### config.mk
export PLATFORM = sky130hd
export DESIGN_NAME = base64_stream_decoder_flat
export DESIGN_NICKNAME = d
export VERILOG_FILES = /design/src/rtl/b64d_pkg.sv /design/src/rtl/b64d_in_if.sv /design/src/rtl/b64d_out_if.sv /design/src/rtl/b64d_core.sv /design/src/rtl/b64d_out_reg.sv /design/src/rtl/base64_stream_decoder.sv /design/src/flat_wrapper.sv
export VERILOG_INCLUDE_DIRS = /design/src /design/src/rtl
export SDC_FILE = /design/constraint.sdc
export NUM_CORES = 1
export LEC_CHECK = 0
export ABC_AREA = 0
export BUFFER_PORTS_ARGS = -buffer_cell sky130_fd_sc_hd__buf_2
export CAP_MARGIN = 20
export CORE_ASPECT_RATIO = 0.75
export CORE_MARGIN = 2
export CORE_UTILIZATION = 55
export CTS_CLUSTER_SIZE = 8
export DETAILED_ROUTE_END_ITERATION = 10
export PLACE_DENSITY_LB_ADDON = 0.05
export SYNTH_ARGS = -nofsm -noshare
export SYNTH_HDL_FRONTEND = slang
export SYNTH_HIERARCHICAL = 1
export SYNTH_SLANG_ARGS = --single-unit
### constraint.sdc
create_clock -name clk_i -period 4.18 [get_ports clk_i]
set_input_delay 0 -clock clk_i [delete_from_list [all_inputs] [get_ports clk_i]]
set_output_delay 0 -clock clk_i [all_outputs]
set_load 0.02 [all_outputs]
### src/rtl/assert_macros.svh
// Assertion macros of the base64 stream decoder RTL, included by b64d_core.
// Depends on nothing; simulation builds see the checks, synthesis builds see empty bodies.
`ifndef ASSERT_MACROS_SVH
`define ASSERT_MACROS_SVH

`ifndef SYNTHESIS

// Checks that a property holds at every rising clock edge outside reset.
`define B64D_ASSERT(lbl, clk, rstn, prop) \
  lbl: assert property (@(posedge clk) disable iff (!rstn) prop) \
    else $error("assertion failed");

// Checks that an expression is never true at a rising clock edge outside reset.
`define B64D_ASSERT_NEVER(lbl, clk, rstn, expr) \
  lbl: assert property (@(posedge clk) disable iff (!rstn) !(expr)) \
    else $error("forbidden condition seen");

`else

`define B64D_ASSERT(lbl, clk, rstn, prop)
`define B64D_ASSERT_NEVER(lbl, clk, rstn, expr)

`endif

`endif

### src/rtl/b64d_pkg.sv
// Package of the base64 stream decoder: item types, phase encoding,
// alphabet constants and the character-to-sextet lookup. Depends on nothing.
package b64d_pkg;

  localparam int CountWidth  = 16;
  localparam int CharWidth   = 8;
  localparam int ByteWidth   = 8;
  localparam int SextetWidth = 6;
  localparam int PendWidth   = 3;
  localparam int AccWidth    = 12;

  localparam logic [CharWidth-1:0] CharUpperA = 8'h41;
  localparam logic [CharWidth-1:0] CharUpperZ = 8'h5A;
  localparam logic [CharWidth-1:0] CharLowerA = 8'h61;
  localparam logic [CharWidth-1:0] CharLowerZ = 8'h7A;
  localparam logic [CharWidth-1:0] CharDigit0 = 8'h30;
  localparam logic [CharWidth-1:0] CharDigit9 = 8'h39;
  localparam logic [CharWidth-1:0] CharPlus   = 8'h2B;
  localparam logic [CharWidth-1:0] CharSlash  = 8'h2F;
  localparam logic [CharWidth-1:0] CharPad    = 8'h3D;

  localparam logic [SextetWidth-1:0] LowerBase = 6'd26;
  localparam logic [SextetWidth-1:0] DigitBase = 6'd52;
  localparam logic [SextetWidth-1:0] PlusCode  = 6'd62;
  localparam logic [SextetWidth-1:0] SlashCode = 6'd63;

  localparam logic [PendWidth:0]   BitsPerChar = 4'd6;
  localparam logic [PendWidth:0]   BitsPerByte = 4'd8;
  localparam logic [PendWidth-1:0] BitsPerPad  = 3'd2;

  typedef enum logic [3:0] {
    PH_IDLE = 4'b0001,
    PH_DATA = 4'b0010,
    PH_PAD  = 4'b0100,
    PH_DONE = 4'b1000
  } phase_e;

  typedef struct packed {
    logic                  first;
    logic [CountWidth-1:0] byte_count;
    logic [CharWidth-1:0]  char_code;
    logic                  last;
  } in_item_t;

  typedef struct packed {
    logic [ByteWidth-1:0] data_byte;
    logic                 byte_valid;
    logic                 done_res;
    logic                 failed;
  } out_item_t;

  // Bit 6 of the result flags a character outside the alphabet.
  function automatic logic [SextetWidth:0] sextet_of(logic [CharWidth-1:0] c);
    logic [SextetWidth:0] v;
    v = {1'b1, {SextetWidth{1'b0}}};
    if (c >= CharUpperA && c <= CharUpperZ) begin
      v = {1'b0, SextetWidth'(c - CharUpperA)};
    end else if (c >= CharLowerA && c <= CharLowerZ) begin
      v = {1'b0, SextetWidth'(c - CharLowerA) + LowerBase};
    end else if (c >= CharDigit0 && c <= CharDigit9) begin
      v = {1'b0, SextetWidth'(c - CharDigit0) + DigitBase};
    end else if (c == CharPlus) begin
      v = {1'b0, PlusCode};
    end else if (c == CharSlash) begin
      v = {1'b0, SlashCode};
    end
    return v;
  endfunction

endpackage

### src/rtl/b64d_in_if.sv
// Input channel of the base64 stream decoder: valid/ready and one character item.
// Depends on b64d_pkg for the field widths.
interface b64d_in_if;
  logic                            valid;
  logic                            ready;
  logic                            first;
  logic [b64d_pkg::CountWidth-1:0] byte_count;
  logic [b64d_pkg::CharWidth-1:0]  char_code;
  logic                            last;

  modport source (output valid, first, byte_count, char_code, last, input ready);
  modport sink   (input valid, first, byte_count, char_code, last, output ready);
endinterface

### src/rtl/b64d_out_if.sv
// Output channel of the base64 stream decoder: valid/ready and one result item.
// Depends on b64d_pkg for the field widths.
interface b64d_out_if;
  logic                           valid;
  logic                           ready;
  logic [b64d_pkg::ByteWidth-1:0] data_byte;
  logic                           byte_valid;
  logic                           done_res;
  logic                           failed;

  modport source (output valid, data_byte, byte_valid, done_res, failed, input ready);
  modport sink   (input valid, data_byte, byte_valid, done_res, failed, output ready);
endinterface

### src/rtl/b64d_core.sv
// Input register, message state and the per-character decode logic.
// Depends on b64d_pkg and assert_macros.svh.
`include "assert_macros.svh"

module b64d_core (
  input  logic                 clk_i,
  input  logic                 rst_ni,
  input  logic                 in_valid_i,
  output logic                 in_ready_o,
  input  b64d_pkg::in_item_t   in_item_i,
  output logic                 res_valid_o,
  input  logic                 res_ready_i,
  output b64d_pkg::out_item_t  res_item_o
);
  import b64d_pkg::*;

  logic                  in_valid_q, in_valid_d;
  in_item_t              item_q;
  logic                  fire;

  phase_e                phase_q, phase_d, ph_c;
  logic [PendWidth-1:0]  bits_q, bits_d, bits_c;
  logic [AccWidth-1:0]   acc_q, acc_d, acc_c, acc_new;
  logic [CountWidth-1:0] left_q, left_d, left_c;
  logic                  fail_q, fail_d, fail_c;

  logic [SextetWidth:0]  sext;
  logic [PendWidth:0]    sum;
  logic [PendWidth-1:0]  shamt;
  logic                  zero_cnt;
  logic [ByteWidth-1:0]  byte_d;
  logic                  byte_valid_d;

  assign fire        = in_valid_q && res_ready_i;
  assign in_ready_o  = !in_valid_q || res_ready_i;
  assign res_valid_o = in_valid_q;
  assign in_valid_d  = in_ready_o ? in_valid_i : in_valid_q;

  always_ff @(posedge clk_i or negedge rst_ni) begin
    if (!rst_ni) begin
      in_valid_q <= 1'b0;
    end else begin
      in_valid_q <= in_valid_d;
    end
  end

  always_ff @(posedge clk_i) begin
    if (in_valid_i && in_ready_o) begin
      item_q <= in_item_i;
    end
  end

  always_comb begin
    sext     = sextet_of(item_q.char_code);
    zero_cnt = item_q.first && (item_q.byte_count == '0);

    ph_c   = phase_q;
    bits_c = bits_q;
    acc_c  = acc_q;
    left_c = left_q;
    fail_c = fail_q;
    if (item_q.first) begin
      bits_c = '0;
      acc_c  = '0;
      fail_c = 1'b0;
      left_c = item_q.byte_count;
      ph_c   = zero_cnt ? PH_DONE : PH_DATA;
    end

    acc_new = {acc_c[AccWidth-SextetWidth-1:0], sext[SextetWidth-1:0]};
    sum     = {1'b0, bits_c} + BitsPerChar;
    shamt   = PendWidth'(sum - BitsPerByte);

    phase_d      = ph_c;
    bits_d       = bits_c;
    acc_d        = acc_c;
    left_d       = left_c;
    fail_d       = fail_c;
    byte_d       = '0;
    byte_valid_d = 1'b0;

    if (!zero_cnt) begin
      case (ph_c)
        PH_DATA: begin
          if (sext[SextetWidth]) begin
            fail_d  = 1'b1;
            phase_d = PH_DONE;
          end else begin
            acc_d = acc_new;
            if (sum >= BitsPerByte) begin
              byte_d       = ByteWidth'(acc_new >> shamt);
              byte_valid_d = 1'b1;
              bits_d       = shamt;
              left_d       = left_c - CountWidth'(1);
            end else begin
              bits_d = sum[PendWidth-1:0];
            end
            if (left_d == '0) begin
              phase_d = (bits_d != '0 && !item_q.last) ? PH_PAD : PH_DONE;
            end else if (item_q.last) begin
              fail_d  = 1'b1;
              phase_d = PH_DONE;
            end
          end
        end
        PH_PAD: begin
          if (item_q.char_code != CharPad) begin
            fail_d = 1'b1;
          end
          bits_d = (bits_c >= BitsPerPad) ? bits_c - BitsPerPad : '0;
          if (bits_d == '0 || item_q.last) begin
            phase_d = PH_DONE;
          end
        end
        default: begin
        end
      endcase
    end

    res_item_o.data_byte  = byte_d;
    res_item_o.byte_valid = byte_valid_d;
    res_item_o.done_res   = (phase_d == PH_DONE);
    res_item_o.failed     = fail_d;
  end

  always_ff @(posedge clk_i or negedge rst_ni) begin
    if (!rst_ni) begin
      phase_q <= PH_IDLE;
      bits_q  <= '0;
      acc_q   <= '0;
      left_q  <= '0;
      fail_q  <= 1'b0;
    end else if (fire) begin
      phase_q <= phase_d;
      bits_q  <= bits_d;
      acc_q   <= acc_d;
      left_q  <= left_d;
      fail_q  <= fail_d;
    end
  end

  `B64D_ASSERT(a_byte_from_data, clk_i, rst_ni, fire && res_item_o.byte_valid |-> phase_q == PH_DATA || item_q.first)
  `B64D_ASSERT(a_idle_holds, clk_i, rst_ni, fire && phase_q == PH_IDLE && !item_q.first |=> phase_q == PH_IDLE)
  `B64D_ASSERT(a_pad_has_bits, clk_i, rst_ni, phase_q == PH_PAD |-> bits_q != '0)
  `B64D_ASSERT(a_fail_sticky, clk_i, rst_ni, fire && fail_q && !item_q.first |-> res_item_o.failed)
  `B64D_ASSERT_NEVER(a_odd_bits, clk_i, rst_ni, bits_q[0])

endmodule

### src/rtl/b64d_out_reg.sv
// Result register between the decode logic and the output channel.
// Depends on b64d_pkg.
module b64d_out_reg (
  input  logic                 clk_i,
  input  logic                 rst_ni,
  input  logic                 res_valid_i,
  output logic                 res_ready_o,
  input  b64d_pkg::out_item_t  res_item_i,
  output logic                 out_valid_o,
  input  logic                 out_ready_i,
  output b64d_pkg::out_item_t  out_item_o
);
  import b64d_pkg::*;

  logic      valid_q, valid_d;
  out_item_t item_q;

  assign res_ready_o = !valid_q || out_ready_i;
  assign valid_d     = res_ready_o ? res_valid_i : valid_q;
  assign out_valid_o = valid_q;
  assign out_item_o  = item_q;

  always_ff @(posedge clk_i or negedge rst_ni) begin
    if (!rst_ni) begin
      valid_q <= 1'b0;
    end else begin
      valid_q <= valid_d;
    end
  end

  always_ff @(posedge clk_i) begin
    if (res_valid_i && res_ready_o) begin
      item_q <= res_item_i;
    end
  end

endmodule

### src/rtl/base64_stream_decoder.sv
// Base64 stream decoder: one character per transaction in, one result per transaction out.
// The block sustains one transaction per clock cycle while the output is ready; each
// character passes an input register, then the decode and message-state update run
// combinationally into a result register, which offers the result on the output.
// The state update (accumulator, pending bit count and remaining byte count) is what
// sets that rate. When the output stalls, both registers fill and the input is held off
// until the result register drains.
// Depends on b64d_pkg, b64d_in_if, b64d_out_if, b64d_core and b64d_out_reg.
module base64_stream_decoder (
  input  logic        clk_i,
  input  logic        rst_ni,
  b64d_in_if.sink     in_i,
  b64d_out_if.source  out_o
);
  import b64d_pkg::*;

  in_item_t  in_item;
  out_item_t res_item;
  out_item_t out_item;
  logic      res_valid;
  logic      res_ready;
  logic      out_valid;

  assign in_item.first      = in_i.first;
  assign in_item.byte_count = in_i.byte_count;
  assign in_item.char_code  = in_i.char_code;
  assign in_item.last       = in_i.last;

  b64d_core u_core (
    .clk_i       (clk_i),
    .rst_ni      (rst_ni),
    .in_valid_i  (in_i.valid),
    .in_ready_o  (in_i.ready),
    .in_item_i   (in_item),
    .res_valid_o (res_valid),
    .res_ready_i (res_ready),
    .res_item_o  (res_item)
  );

  b64d_out_reg u_out_reg (
    .clk_i       (clk_i),
    .rst_ni      (rst_ni),
    .res_valid_i (res_valid),
    .res_ready_o (res_ready),
    .res_item_i  (res_item),
    .out_valid_o (out_valid),
    .out_ready_i (out_o.ready),
    .out_item_o  (out_item)
  );

  assign out_o.valid      = out_valid;
  assign out_o.data_byte  = out_item.data_byte;
  assign out_o.byte_valid = out_item.byte_valid;
  assign out_o.done_res   = out_item.done_res;
  assign out_o.failed     = out_item.failed;

endmodule

### src/flat_wrapper.sv
// flat-port wrapper written by rule: the top's interface ports become plain ports
module base64_stream_decoder_flat import b64d_pkg::*;
  (clk_i, rst_ni, in_i_valid, in_i_first, in_i_byte_count, in_i_char_code, in_i_last, in_i_ready, out_o_valid, out_o_data_byte, out_o_byte_valid, out_o_done_res, out_o_failed, out_o_ready);
  b64d_in_if in_i_i ();
  b64d_out_if out_o_i ();
  input  logic clk_i;
  input  logic rst_ni;
  input wire logic [$bits(in_i_i.valid)-1:0] in_i_valid;
  input wire logic [$bits(in_i_i.first)-1:0] in_i_first;
  input wire logic [$bits(in_i_i.byte_count)-1:0] in_i_byte_count;
  input wire logic [$bits(in_i_i.char_code)-1:0] in_i_char_code;
  input wire logic [$bits(in_i_i.last)-1:0] in_i_last;
  output wire logic [$bits(in_i_i.ready)-1:0] in_i_ready;
  output wire logic [$bits(out_o_i.valid)-1:0] out_o_valid;
  output wire logic [$bits(out_o_i.data_byte)-1:0] out_o_data_byte;
  output wire logic [$bits(out_o_i.byte_valid)-1:0] out_o_byte_valid;
  output wire logic [$bits(out_o_i.done_res)-1:0] out_o_done_res;
  output wire logic [$bits(out_o_i.failed)-1:0] out_o_failed;
  input wire logic [$bits(out_o_i.ready)-1:0] out_o_ready;
  assign in_i_i.valid = in_i_valid;
  assign in_i_i.first = in_i_first;
  assign in_i_i.byte_count = in_i_byte_count;
  assign in_i_i.char_code = in_i_char_code;
  assign in_i_i.last = in_i_last;
  assign in_i_ready = in_i_i.ready;
  assign out_o_valid = out_o_i.valid;
  assign out_o_data_byte = out_o_i.data_byte;
  assign out_o_byte_valid = out_o_i.byte_valid;
  assign out_o_done_res = out_o_i.done_res;
  assign out_o_failed = out_o_i.failed;
  assign out_o_i.ready = out_o_ready;
  base64_stream_decoder u_core (.clk_i(clk_i), .rst_ni(rst_ni), .in_i(in_i_i), .out_o(out_o_i));
endmodule
# After elaboration in Yosys (flattened, before gate mapping)
# Index checks and enable logic that the tools add are counted.
# Widths: inputs -> output; s select.
# classes
multipliers,0
mux,43
n_shift,1
bitwise,2
n_reduce_logical,19
magnitude_cmp,8
div_mod_pow,0
addsub,9
n_eq_ne,6
# op_table
op,count
$mux 16,8
$mux 12,4
$mux 7,5
$logic_not 16->1,2
$mux 4,8
$mux 3,8
$eq 8x6->1 const B,2
$ge 8x7->1 const B,2
$le 8x7->1 const B,2
$sub 16x1->16 const B,1
$shr 12x3->8,1
$sub 6x6->6 const B,2
$ge 8x6->1 const B,1
$le 8x6->1 const B,1
$ne 8x6->1 const B,1
$pmux 4 s2,1
$logic_and 1x1->1,7
$mux 1,7
$add 6x5->6 const B,1
$add 6x6->6 const B,1
$pmux 3 s2,1
$sub 6x1->6 const B,1
$add 3x3->4 const B,1
$eq 4x2->1 const B,1
14 further kinds,19
# word_totals
ff_bits,75
input_bits,30
memories,0
word_cells,103
latch_bits,0
romBits,0
out_inout_bits,13
ram_bits,0

# Logic depth before layout (Yosys ltp)
# logic_depth
ltp_word,17
ltp_mapped,15
depth_no_buf,11

# Modules after synthesis
# The synthesis kept the hierarchy.
# by_module_without_submodules
mod,cells_each,area_per_inst_um2,seq_area_each_um2,instances
b64d_core,463,4269.1,1557.7,1
b64d_out_reg,15,384.1,355.3,1

# Least setup slack after synthesis
# OpenSTA, ideal clock, no wires.
# synth_path
kind,register -> register
start,register u_core/u_core/item_q[25] (netlist bit)
end,"register u_core.u_out_reg.item_q, in the netlist u_core/u_out_reg/out_item_o[0], data pin"
setup_time_ps,251
setup_slack_ps,682
t_required_ps,3929
arrival_ps,3247
stages_incl_launch_ff,15
n_path_buf,4
period_less_slack_ps,3498
cell_sequence,edfxtp_1 > buf_6 > buf_2 > inv_1 > clkbuf_1 > nand2_1 > ha_1 > nor4b_1 > nor2_1 > and4bb_1 > o2111a_1 > or4b_4 > a21oi_1 > o21ai_0 > buf_4
# synth_between
elab_chain_len,12
word_cells_on_any_way,22
cone_classes,add/sub: 2; order compare: 1; eq/ne: 2; mux: 15; reduce/logical: 2
# synth_rtl
element,line,rtl
start: declaration,b64d_core.sv:18,in_item_t item_q;
start signal: assignment,b64d_core.sv:49,item_q <= in_item_i;
$mux 3,b64d_core.sv:62,if (item_q.first) begin
$add 3x3->4,b64d_core.sv:71,"sum = {1'b0, bits_c} + BitsPerChar;"
$ge 4x4->1,b64d_core.sv:90,if (sum >= BitsPerByte) begin
$mux 16,b64d_core.sv:90,
$mux 16,b64d_core.sv:85,if (sext[SextetWidth]) begin
$mux 16,b64d_core.sv:83,case (ph_c)
$mux 16,b64d_core.sv:82,if (!zero_cnt) begin
$logic_not 16->1,b64d_core.sv:98,if (left_d == '0) begin
$mux 1,b64d_core.sv:98,
$mux 1,b64d_core.sv:85,
$pmux 1 s2,b64d_core.sv:83,
$mux 1 *,b64d_core.sv:82,
named net u_core.u_core.fail_d,b64d_core.sv:25,"logic fail_q, fail_d, fail_c;"
end signal: assignment,b64d_out_reg.sv:33,item_q <= res_item_i;
end: declaration,b64d_out_reg.sv:16,out_item_t item_q;
# The timed path passes the listed nets; every way through them passes the cells marked *. The select of a mux whose other input is x is not followed.
# A chain may end at the register's enable or synchronous reset.

==> metrics.yaml <==
floorplanning:
  die-width_um: 110
  start_util: 0.558
  num_rows: 29
  coreArea_um2: 8350
  ios: 43
  die_h_um: 83.7
  fp.dieArea_um2: 9220
grt:
  grt_pass1_wl_um: 20200
  grt_pass1_vias: 3819
  grt_use_total: 0.288
  antenna_found_initial: 0
  overflow: 0
  grt_max_degree: 34
synthesis:
  synth_top_family_by_area: "simple AND/OR/NAND/NOR gates"
  syn-instance-count: 478
  synth_xor_area_frac: 0.0376
  synthAdderAreaFrac: 0.0350
  yosysTopAreaCell: "edfxtp_1"
  synthTopCellsByCount: "nor2_1 (39), edfxtp_1 (37), nand2_1 (35)"
  synthMuxAreaShare: 0.0782
  synth_area_um2: 4650
  synth_most_common_cell: "nor2_1"
  synth_edf_count: 37
  synth.avg_cell_area_um2: 9.73
  synth_fp_nets: 521
  synth_seq_cells: 69
  ys_seq_area_frac: 0.411
  synth_compound_area_frac: 0.192
  async_flop_share: 0.464
  synth_cell_types: 75
  synth_top_area_frac: 0.239
  ys_dominant_reg_cell: "edfxtp_1"
  yosys_warnings: 6
  yosys.area_share.simple: 0.202
  yosys-top-cells-area: "edfxtp_1 (24%), dfrtp_1 (17%), ha_1 (3.5%)"
drt:
  ant_nets: 0
  drc: 0
  via_per_inst: 6.22
  routedWlPerCell_um: 19.1
  drt_iter0_drc: 491
  vias: 4083
  firstDrtPassIters: 5
  routed_wl_um: 12500
placement:
  io_buffers: 42
  gp_congestion: 0.953
  hpwl_um: 8560
  dp_cells: 609
  place_area_um2: 4930
timing:
  final.min_clock_period_ns: 3.68
  finalSetupTns_ns: 0
  slew_viol_final: 0
  slew_headroom: 0.403
  finClkSkew_ns: 0.00708
  fin_crit_sh: 0.881
  setup_viol: 0
  finalHoldViolCount: 0
  fmax_mhz: 272
  tightestPinTransition_ns: 0.887
  rsz0062_at_grt: "false"
finish:
  fillers: 657
  regArea_um2: 1910
  syn2layout_area_growth_pct: 20.4
  finalCoreUtilization: 0.671
  postLayoutCellArea_um2: 5600
  final_layout_size_suffix_gt1_frac: 0.181
  fin_cells: 656
  diodes: 0
  fin_nets: 586
  multiInputGateArea_um2: 2540
clock_tree:
  cts_buffers: 9
  cts_root_buf: "clkbuf_16"
  clock_path_buffers: 2
  cts_tree: "yes"
  holdBufCountCts: 29
  clkLatencyLatePin_ns: 0.34
  cts.sinks: 69
  cts_resized: 0
  h-tree-depth: 3
  post-cts-setup-buffers: 0
  path_clk_slew_ns: 0.06
critical_path:
  path_cells: "inv_1 > nand2_1 > ha_1 > nor4b_1 > nor2_1 > and4bb_1 > a221oi_1 > a31oi_1 > or4b_4 > a21oi_1 > o21ai_0"
  arrival_ns: 3.72
  cp_slowest_stage_delay_ns: 0.73
  regToRegEndpoint: "u_core/u_out_reg/out_item_o[0]"
  worstSetupPathType: "reg2reg"
  critPathBufInv: 1
  required_ns: 4.22
  path_delay_family: "simple AND/OR/NAND/NOR gates"
  reg2reg_depth: 11
  r2r_slack_ns: 0.50
  r2r-start: "u_core/u_core/item_q[25]"
  cp_slowest_cell: "edfxtp_1"
  cp-end-kind: "flip-flop"
  critPathLaunchType: "flip-flop"
  critPathMaxFanout: 16
power:
  pwr_density_cell_nw_per_um2: 395
  power_w: 0.00221
  p_leak_nw: 2.20
  ir_drop_uv: 243
flow_run:
  max-cap-violations: 0
outcome:
  outcome: "finished clean"
hold_path:
  hp-class: "in2async"
[state kept, by name, summed over array words and instances (netlist names)]
signal / cells
u_core/u_out_reg/out_item_o: 11
u_core/u_out_reg/out_valid_o: 1
u_core/u_core/res_valid_o: 1
u_core/u_core/fail_q: 1
u_core/u_core/acc_q: 6
u_core/u_core/phase_q: 4
u_core/u_core/left_q: 16
u_core/u_core/bits_q: 3
u_core/u_core/item_q: 26
[cell usage in the layout (no fill, tap or decap), types with 13 or more instances in the layout]
cell type / n
xnor2_1: 15
buf_2: 42
mux2i_1: 16
edfxtp_1: 37
dfrtp_1: 31
nand2_1: 35
dlygate4sd3_1: 29
ha_1: 13
a21oi_1: 26
inv_1: 21
nor2_1: 39
o21ai_0: 23
[layer usage]
layer	global-route usage	routed length [um]	share of wire	vias up
li1	-	-	-	1928
met1	0.453	6090	0.49	1972
met2	0.391	5220	0.42	173
met3	0.0710	1100	0.088	10
met4	0.0784	100	0.0080	0
met5	0	0	0	-
[power breakdown]
group / total [W] / internal [W] / switching [W]
Clock: 0.000807 / 0.000513 / 0.000294
Combinational: 0.000511 / 0.000220 / 0.000291
Sequential: 0.000896 / 0.000804 / 0.0000916
Total: 0.00221 / 0.00154 / 0.000677
[worst max-delay path by stage]
stage                              from                              to  slack, ns  cells after the start
2_1_floorplan  u_core/u_core/item_q[25]  u_core/u_out_reg/out_item_o[0]       0.68                     14
3_3_place_gp   u_core/u_core/item_q[25]  u_core/u_out_reg/out_item_o[0]       0.52                      8
3_5_place_dp   u_core/u_core/item_q[25]  u_core/u_out_reg/out_item_o[0]       0.57                     11
4_1_cts        u_core/u_core/item_q[25]  u_core/u_out_reg/out_item_o[0]       0.56                     11
5_1_grt        u_core/u_core/item_q[25]  u_core/u_out_reg/out_item_o[0]       0.20                     11
6_report       u_core/u_core/item_q[25]  u_core/u_out_reg/out_item_o[0]       0.50                     11
[metrics by stage]
step | setup slack (ns) | hold slack, ns
2_1_floorplan | 0.682 | -0.296
3_3_place_gp | 0.516 | 0.140
3_5_place_dp | 0.572 | 0.150
4_1_cts | 0.555 | 0.331
5_1_grt | 0.198 | 0.364
6_report | 0.499 | 0.301
[cells by family after synthesis]
family	after synthesis
fa+ha+maj	13
simple gates	171
flops	69
xor+xnor	20
compound gates	126
mux	31
buf+inv	48
[final cells by class]
cell class	instances	area share
multi-input combinational	361	0.453
timing repair buffer	81	0.110
clock buffer	12	0.0476
inverter	21	0.0141
clock inverter	4	0.00961
sequential	69	0.342
tap	108	0.0241
Note: power is estimated with default switching activity, not from simulation.
